<file path="src/rtl/core/kvt_pkg.sv">
// Shared constants, types and command/status structs for the key-value table.
// No dependencies; kvt_ctrl, kvt_dpath and key_value_table import this package.
`default_nettype none

package kvt_pkg;

   localparam int ENTRIES = 64;
   localparam int IDX_W   = $clog2(ENTRIES);
   localparam int KEY_W   = 31;
   localparam int VAL_W   = 31;
   localparam int TYPE_W  = 2;
   localparam int WORD_W  = 1 + KEY_W + VAL_W;

   localparam logic [IDX_W-1:0] LAST_IDX = IDX_W'(ENTRIES - 1);

   // request type codes
   localparam logic [TYPE_W-1:0] REQ_PUT    = 2'd0;
   localparam logic [TYPE_W-1:0] REQ_GET    = 2'd1;
   localparam logic [TYPE_W-1:0] REQ_REMOVE = 2'd2;

   typedef enum logic [1:0] {
      ST_CLEAR,
      ST_IDLE,
      ST_SCAN,
      ST_RESP
   } state_type;

   // controller -> datapath
   typedef struct packed {
      logic clear_en;
      logic load_en;
      logic scan_en;
      logic resp_en;
   } cmd_type;

   // datapath -> controller
   typedef struct packed {
      logic clear_last;
      logic scan_done;
   } stat_type;

endpackage : kvt_pkg

`default_nettype wire

</file>
<file path="src/rtl/core/kvt_ram.sv">
// Generic simple dual-port RAM: one write port, one read port, registered read.
// No dependencies.
`default_nettype none

module kvt_ram #(
   parameter int WIDTH = 8,
   parameter int DEPTH = 16
) (
   input  wire logic                     clock,
   input  wire logic                     we,
   input  wire logic [$clog2(DEPTH)-1:0] waddr,
   input  wire logic [WIDTH-1:0]         wdata,
   input  wire logic [$clog2(DEPTH)-1:0] raddr,
   output      logic [WIDTH-1:0]         rdata
);

   logic [WIDTH-1:0] mem_ff [DEPTH];
   logic [WIDTH-1:0] rdata_ff;

   always_ff @(posedge clock) begin
      if (we) begin
         mem_ff[waddr] <= wdata;
      end
      rdata_ff <= mem_ff[raddr];
   end

   assign rdata = rdata_ff;

endmodule : kvt_ram

`default_nettype wire

</file>
<file path="src/rtl/core/kvt_ctrl.sv">
// Controller FSM for the key-value table: clear pass, idle, scan, respond.
// Depends on kvt_pkg.
`default_nettype none

module kvt_ctrl (
   input  wire logic              clock,
   input  wire logic              reset,
   input  wire logic              start,
   input  wire kvt_pkg::stat_type stat,
   output      kvt_pkg::cmd_type  cmd,
   output      logic              busy
);

   import kvt_pkg::*;

   state_type state_ff;
   state_type state_in;

   always_ff @(posedge clock) begin
      if (reset) begin
         state_ff <= ST_CLEAR;
      end else begin
         state_ff <= state_in;
      end
   end

   // next state
   always_comb begin
      state_in = state_ff;
      case (state_ff)
         ST_CLEAR: begin
            if (stat.clear_last) begin
               state_in = ST_IDLE;
            end
         end
         ST_IDLE: begin
            if (start) begin
               state_in = ST_SCAN;
            end
         end
         ST_SCAN: begin
            if (stat.scan_done) begin
               state_in = ST_RESP;
            end
         end
         ST_RESP: begin
            state_in = ST_IDLE;
         end
         default: begin
            state_in = ST_CLEAR;
         end
      endcase
   end

   // outputs
   always_comb begin
      cmd  = '0;
      busy = 1'b1;
      case (state_ff)
         ST_CLEAR: begin
            cmd.clear_en = 1'b1;
         end
         ST_IDLE: begin
            busy        = 1'b0;
            cmd.load_en = start;
         end
         ST_SCAN: begin
            cmd.scan_en = 1'b1;
         end
         ST_RESP: begin
            cmd.resp_en = 1'b1;
         end
         default: begin
            cmd = '0;
         end
      endcase
   end

endmodule : kvt_ctrl

`default_nettype wire

</file>
<file path="src/rtl/core/kvt_dpath.sv">
// Datapath for the key-value table: request register, entry RAM, scan compare,
// hit/free tracking, write-back and result. Depends on kvt_pkg and kvt_ram.
`default_nettype none

module kvt_dpath (
   input  wire logic                         clock,
   input  wire logic                         reset,
   input  wire kvt_pkg::cmd_type             cmd,
   output      kvt_pkg::stat_type            stat,
   input  wire logic [kvt_pkg::TYPE_W-1:0]   req_type,
   input  wire logic [kvt_pkg::KEY_W-1:0]    req_key,
   input  wire logic [kvt_pkg::VAL_W-1:0]    req_value,
   output      logic                         rsp_strobe,
   output      logic                         rsp_found,
   output      logic [kvt_pkg::VAL_W-1:0]    rsp_read_value,
   output      logic                         rsp_status
);

   import kvt_pkg::*;

   // latched request word
   logic [TYPE_W-1:0] type_ff;
   logic [KEY_W-1:0]  key_ff;
   logic [VAL_W-1:0]  value_ff;

   // scan / clear pointer: during a scan, index of the entry whose word is on rdata
   logic [IDX_W-1:0]  ptr_ff, ptr_in;

   logic              hit_ff, hit_in;
   logic [IDX_W-1:0]  hit_idx_ff, hit_idx_in;
   logic [VAL_W-1:0]  hit_value_ff, hit_value_in;
   logic              free_ff, free_in;
   logic [IDX_W-1:0]  free_idx_ff, free_idx_in;

   // RAM ports
   logic              ram_we;
   logic [IDX_W-1:0]  ram_waddr;
   logic [WORD_W-1:0] ram_wdata;
   logic [IDX_W-1:0]  ram_raddr;
   logic [WORD_W-1:0] ram_rdata;

   logic              rd_valid;
   logic [KEY_W-1:0]  rd_key;
   logic [VAL_W-1:0]  rd_value;
   logic              match;
   logic              known_type;

   kvt_ram #(
      .WIDTH (WORD_W),
      .DEPTH (ENTRIES)
   ) u_entry_ram (
      .clock (clock),
      .we    (ram_we),
      .waddr (ram_waddr),
      .wdata (ram_wdata),
      .raddr (ram_raddr),
      .rdata (ram_rdata)
   );

   // word layout: valid | key | value
   assign rd_valid = ram_rdata[WORD_W-1];
   assign rd_key   = ram_rdata[KEY_W+VAL_W-1:VAL_W];
   assign rd_value = ram_rdata[VAL_W-1:0];
   assign match    = rd_valid && (rd_key == key_ff);

   assign known_type = type_ff inside {REQ_PUT, REQ_GET, REQ_REMOVE};

   assign stat.clear_last = (ptr_ff == LAST_IDX);
   assign stat.scan_done  = match || (ptr_ff == LAST_IDX);

   // read address runs one ahead of the word being compared
   assign ram_raddr = cmd.scan_en ? (ptr_ff + IDX_W'(1)) : '0;

   always_comb begin
      ptr_in       = ptr_ff;
      hit_in       = hit_ff;
      hit_idx_in   = hit_idx_ff;
      hit_value_in = hit_value_ff;
      free_in      = free_ff;
      free_idx_in  = free_idx_ff;
      if (cmd.clear_en) begin
         ptr_in = ptr_ff + IDX_W'(1);
      end else if (cmd.load_en) begin
         ptr_in  = '0;
         hit_in  = 1'b0;
         free_in = 1'b0;
      end else if (cmd.scan_en) begin
         ptr_in = ptr_ff + IDX_W'(1);
         if (match && !hit_ff) begin
            hit_in       = 1'b1;
            hit_idx_in   = ptr_ff;
            hit_value_in = rd_value;
         end
         if (!rd_valid && !free_ff) begin
            free_in     = 1'b1;
            free_idx_in = ptr_ff;
         end
      end
   end

   always_ff @(posedge clock) begin
      if (reset) begin
         ptr_ff  <= '0;
         hit_ff  <= 1'b0;
         free_ff <= 1'b0;
      end else begin
         ptr_ff  <= ptr_in;
         hit_ff  <= hit_in;
         free_ff <= free_in;
      end
   end

   always_ff @(posedge clock) begin
      hit_idx_ff   <= hit_idx_in;
      hit_value_ff <= hit_value_in;
      free_idx_ff  <= free_idx_in;
      if (cmd.load_en) begin
         type_ff  <= req_type;
         key_ff   <= req_key;
         value_ff <= req_value;
      end
   end

   // write-back: clear pass, or the update of a finished request
   always_comb begin
      ram_we    = 1'b0;
      ram_waddr = hit_idx_ff;
      ram_wdata = {1'b1, key_ff, value_ff};
      if (cmd.clear_en) begin
         ram_we    = 1'b1;
         ram_waddr = ptr_ff;
         ram_wdata = '0;
      end else if (cmd.resp_en) begin
         if (type_ff == REQ_PUT) begin
            if (hit_ff) begin
               ram_we = 1'b1;
            end else if (free_ff) begin
               ram_we    = 1'b1;
               ram_waddr = free_idx_ff;
            end
         end else if (type_ff == REQ_REMOVE) begin
            ram_we    = hit_ff;
            ram_wdata = {1'b0, key_ff, value_ff};
         end
      end
   end

   assign rsp_strobe     = cmd.resp_en;
   assign rsp_found      = hit_ff && known_type;
   assign rsp_read_value = (hit_ff && (type_ff == REQ_GET)) ? hit_value_ff : '0;
   assign rsp_status     = (type_ff == REQ_PUT) && !hit_ff && !free_ff;

endmodule : kvt_dpath

`default_nettype wire

</file>
<file path="src/rtl/core/key_value_table.sv">
// Top level of the key-value table: wires the controller FSM to the datapath.
// Depends on kvt_pkg, kvt_ctrl, kvt_dpath (and kvt_ram below it).
//
//  channel   ports                                          handshake
//  --------  ---------------------------------------------  -----------------------
//  request   req_type, req_key, req_value                   start high, busy low
//  response  rsp_found, rsp_read_value, rsp_status          rsp_strobe, one cycle
//
// Flow: a word is taken in idle; the entries are then read from one RAM
// port, one entry a cycle, until the key matches or the last entry is seen,
// then comes a response state that also writes back. A request scans up to
// the matching slot, or all ENTRIES slots on a miss. Reset: a clearing pass
// over all ENTRIES slots zeroes the valid marks; busy is high throughout.
// Responses cannot be stalled; busy holds off requests.
`default_nettype none

module key_value_table (
   input  wire logic                        clock,
   input  wire logic                        reset,
   input  wire logic                        start,
   output      logic                        busy,
   input  wire logic [kvt_pkg::TYPE_W-1:0]  req_type,
   input  wire logic [kvt_pkg::KEY_W-1:0]   req_key,
   input  wire logic [kvt_pkg::VAL_W-1:0]   req_value,
   output      logic                        rsp_strobe,
   output      logic                        rsp_found,
   output      logic [kvt_pkg::VAL_W-1:0]   rsp_read_value,
   output      logic                        rsp_status
);

   import kvt_pkg::*;

   cmd_type  cmd;
   stat_type stat;

   // sequencing: clear pass, accept, scan, respond
   kvt_ctrl u_ctrl (
      .clock (clock),
      .reset (reset),
      .start (start),
      .stat  (stat),
      .cmd   (cmd),
      .busy  (busy)
   );

   // entry RAM, key compare, hit and free-slot tracking, result
   kvt_dpath u_dpath (
      .clock          (clock),
      .reset          (reset),
      .cmd            (cmd),
      .stat           (stat),
      .req_type       (req_type),
      .req_key        (req_key),
      .req_value      (req_value),
      .rsp_strobe     (rsp_strobe),
      .rsp_found      (rsp_found),
      .rsp_read_value (rsp_read_value),
      .rsp_status     (rsp_status)
   );

endmodule : key_value_table

`default_nettype wire

</file>
<file path="config.mk">
export PLATFORM = sky130hd
export DESIGN_NAME = key_value_table
export DESIGN_NICKNAME = d
export VERILOG_FILES = /design/src/rtl/core/kvt_pkg.sv /design/src/rtl/core/kvt_ram.sv /design/src/rtl/core/kvt_ctrl.sv /design/src/rtl/core/kvt_dpath.sv /design/src/rtl/core/key_value_table.sv
export SDC_FILE = /design/constraint.sdc
export NUM_CORES = 2
export LEC_CHECK = 0
export ABC_AREA = 1
export BUFFER_PORTS_ARGS = -buffer_cell sky130_fd_sc_hd__buf_2
export CAP_MARGIN = 20
export CORE_ASPECT_RATIO = 2
export CORE_MARGIN = 4
export CORE_UTILIZATION = 40
export CTS_BUF_LIST = sky130_fd_sc_hd__clkbuf_4 sky130_fd_sc_hd__clkbuf_8
export DETAILED_ROUTE_END_ITERATION = 7
export PLACE_DENSITY_LB_ADDON = 0.15
export SETUP_SLACK_MARGIN = 0.05
export SYNTH_ARGS = -nofsm -noshare
export SYNTH_HDL_FRONTEND = slang
export SYNTH_HIERARCHICAL = 1
export SYNTH_SLANG_ARGS = --single-unit
</file>
<file path="constraint.sdc">
create_clock -name clock -period 15.25 [get_ports clock]
set_clock_uncertainty 0.15 [all_clocks]
set_input_delay 3.05 -clock clock [delete_from_list [all_inputs] [get_ports clock]]
set_output_delay 3.05 -clock clock [all_outputs]
set_load 0.01 [all_outputs]
</file>
==> impl_metrics.json <==
{
  "fin_crit_sh_pct": 49.3,
  "power.leakage_nw": 65.6,
  "ys_seq_elements": 4212,
  "numCtsBuffers": 607,
  "synth_area_um2": 168000,
  "yosys.area.top_type": "edfxtp_1",
  "place_ws_ns": 7.84,
  "grt_overflow": 0,
  "drive_gt1_share_pct": 10.5,
  "cts_tree": "done",
  "dr.max_layer_used": "met5",
  "synthTopCellsByCount": "4,455 x nand2_1, 4,139 x edfxtp_1, 3,793 x nand3_1, 442 x buf_2, 174 x nor2_1",
  "std_cell_rows": 336,
  "met3_wirelength_um": 36400,
  "routed_via_density": 5.63,
  "ys_seq_area_share_pct": 74.8,
  "crit_path_max_incr_delay_ns": 0.89,
  "post_cts_buffers": 0,
  "final_util_pct": 44.5,
  "grt_pass1_wl_um": 817000,
  "hp-class": "reg -> reg",
  "nNetsFinal": 13965,
  "status": "finished clean",
  "dp_hpwl_um": 295000,
  "final_max_slew_viol_count": 0,
  "io_pins": 102,
  "ys.flop_type": "edfxtp_1",
  "synth_fp_nets": 13842,
  "io_buffers": 101,
  "routed_wl_um": 582000,
  "worst_pin_slew_ns": 1.37,
  "gp_congestion": 0.792,
  "netlist-cell-type-count": 33,
  "dieHeight_um": 925,
  "syn_to_final_growth_pct": 10.8,
  "core_region_area_um2": 419000,
  "fmax_mhz": 133,
  "wl_met1_um": 216000,
  "cts_sinks": 4212,
  "yosys-top-cells-area": "edfxtp_1 74%, nand3_1 11%, nand2_1 10%",
  "clock_latency_ns": 1.14,
  "routed_wire_length_per_instance_um": 29.2,
  "grt_usage_pct": 26.2,
  "route.met2.wl_um": 301000,
  "period_needed_ns": 7.51,
  "slew_headroom_pct": 8.67,
  "ys_async_sr_fraction_pct": 0,
  "via_count": 112152,
  "max-vdd-ir-drop_uv": 110,
  "crit_path_frequent_cell": "buf_4",
  "grt_setup_unrepaired": "no",
  "cts_htree_levels": 6,
  "crit_path_top_delay_cell": "buf_4",
  "nFillCells": 38636,
  "worst-path-buf-inv": 8,
  "clock_path_buffers": 4,
  "placed_area_um2": 175000,
  "dieArea_um2": 431000,
  "cp_top_family": "buffers and inverters",
  "arrival_ns": 8.42,
  "cp_cell_sequence": "inv_1 > ha_1 > inv_1 > nor2_4 > buf_4 > buf_4 > buf_4 > buf_4 > buf_4 > buf_4 > nand2_1 > nand3_1 > nand3_1 > nand3_1 > nand3_1 > nand2_1 > nand2_1 > nand2_1",
  "critPathKind": "reg -> reg",
  "avgSynthCellArea_um2": 12.2,
  "synth.most_common_cell": "nand2_1",
  "drc": 0,
  "netlist_instances": 13770,
  "start_kind": "flip-flop",
  "yosysTopAreaCellShare_pct": 74.0,
  "finalSetupViolCount": 0,
  "antenna_left": 0,
  "crit_fanout": 85,
  "grt_pass1_vias": 109145,
  "root_buffer": "clkbuf_8",
  "clk_pin_slew_ns": 0.07,
  "design_area_um2": 186000,
  "setup_tns_ns": 0,
  "detail_route.first_pass.iterations": 6,
  "finalHoldViolations": 0,
  "synth-edff-count": 4139,
  "antenna_found_initial": 18,
  "cts-hold-fix-buffers": 0,
  "ctsResizeCount": 0,
  "drt_iter0_drc": 11002,
  "holdWs_ns": 0.254,
  "start_util_pct": 40.1,
  "max_cap_violations": 0,
  "worst_slack_ns": 7.74,
  "power.density_nw_per_um2": 162,
  "yosys_warnings": 6,
  "worst_setup_path_end_kind": "flip-flop",
  "fp.dieW_um": 466,
  "grt_max_degree": 205,
  "worstPathRequired_ns": 16.16
}
cell families (layout without fill, tap and decap cells):
logic type	count (synthesis)	in the layout	share of synthesized area, %
and+or+nand+nor	8454	8454	21.8
buffers and inverters	1061	1627	3.22
muxes	2	2	0.0119
DFF	4212	4212	74.8
xor gates and xnor gates	9	9	0.0469
other	0	15	0
AOI/OAI and AO/OA	27	27	0.0908
adders and majority gates	5	5	0.0372
metrics by stage:
| step | total power [mW] | instances |
|---|---|---|
| final | 30.1 | 19928 |
| after floorplan | 18.9 | 13770 |
| after global placement | 21.5 | 18856 |
| after CTS | 30.3 | 19911 |
| after detailed placement | 21.5 | 18859 |
| after global routing | 31.4 | 19925 |
layer usage:
layer  up-vias  GRT usage, %
li1      49081             -
met1     57395          31.8
met5         -             0
met2      4493          46.7
met4         2          11.6
met3      1181          3.23
cells in the final DEF, fill, tap and decap left out, drive strengths merged:
cell         n
nand4       15
clkinv     166
nor3         2
nand2     4455
nor2       178
inv        178
ha           5
o41ai        1
dfxtp       73
edfxtp    4139
diode       15
o21ai       10
o31ai        1
clkbuf     853
clkinvlp    15
nor4         9
mux2i        2
xnor2        7
buf        407
xor2         2
bufinv       8
nand3     3795
a21oi       15
worst reg2reg max path: stages, from the launching register on:
cell and delay, ns:
dfxtp_1 0.33, inv_1 0.14, ha_1 0.27, inv_1 0.26, nor2_4 0.30, buf_4 0.74, buf_4 0.92, buf_4 0.80
buf_4 0.72, buf_4 0.93, buf_4 0.97, nand2_1 0.14, nand3_1 0.13, nand3_1 0.09, nand3_1 0.13, nand3_1 0.12
nand2_1 0.16, nand2_1 0.06, nand2_1 0.08
where the power goes:
part	internal, mW	switching (mW)	leakage [nW]
logic	1.46	5.03	20.8
clock network	4.52	4.38	6.13
registers	14.5	0.272	38.7
total	20.5	9.67	65.6
path summary, 6_finish.rpt:
check / startpoint / end / slack (ns) / cells after the start
max: u_ctrl/state_ff[0] / u_dpath/u_entry_ram/rdata[9] / 7.74 / 18
min: u_dpath/u_entry_ram/rdata[26] / u_dpath/hit_value_ff[26] / 0.25 / 0
max reg2reg: u_ctrl/state_ff[0] / u_dpath/u_entry_ram/rdata[9] / 7.74 / 18
min reg2reg: u_dpath/u_entry_ram/rdata[26] / u_dpath/hit_value_ff[26] / 0.25 / 0
registers in the layout, indices dropped and copies added, names as in the netlist, 6 cells and up:
| name | flops |
|---|---|
| u_dpath/u_entry_ram/mem_ff | 4032 |
| u_dpath/u_entry_ram/rdata | 63 |
| u_dpath/hit_value_ff | 31 |
| u_dpath/key_ff | 31 |
| u_dpath/value_ff | 31 |
| u_dpath/free_idx_ff | 6 |
| u_dpath/hit_idx_ff | 6 |
| u_dpath/ptr_ff | 6 |
final cells by class:
| type | count | area (um^2) | share of cell area [%] |
|---|---|---|---|
| sequential | 4212 | 126000 | 67.6 |
| multi-input combinational | 8497 | 37900 | 20.4 |
| antenna | 15 | 37.5 | 0.0202 |
| clock buffer | 853 | 10400 | 5.57 |
| inverter | 168 | 703 | 0.378 |
| tap | 5577 | 6980 | 3.75 |
| clock inverter | 199 | 1180 | 0.635 |
| timing repair buffer | 407 | 3220 | 1.73 |
No activity file was read; power rests on OpenSTA's default activity.
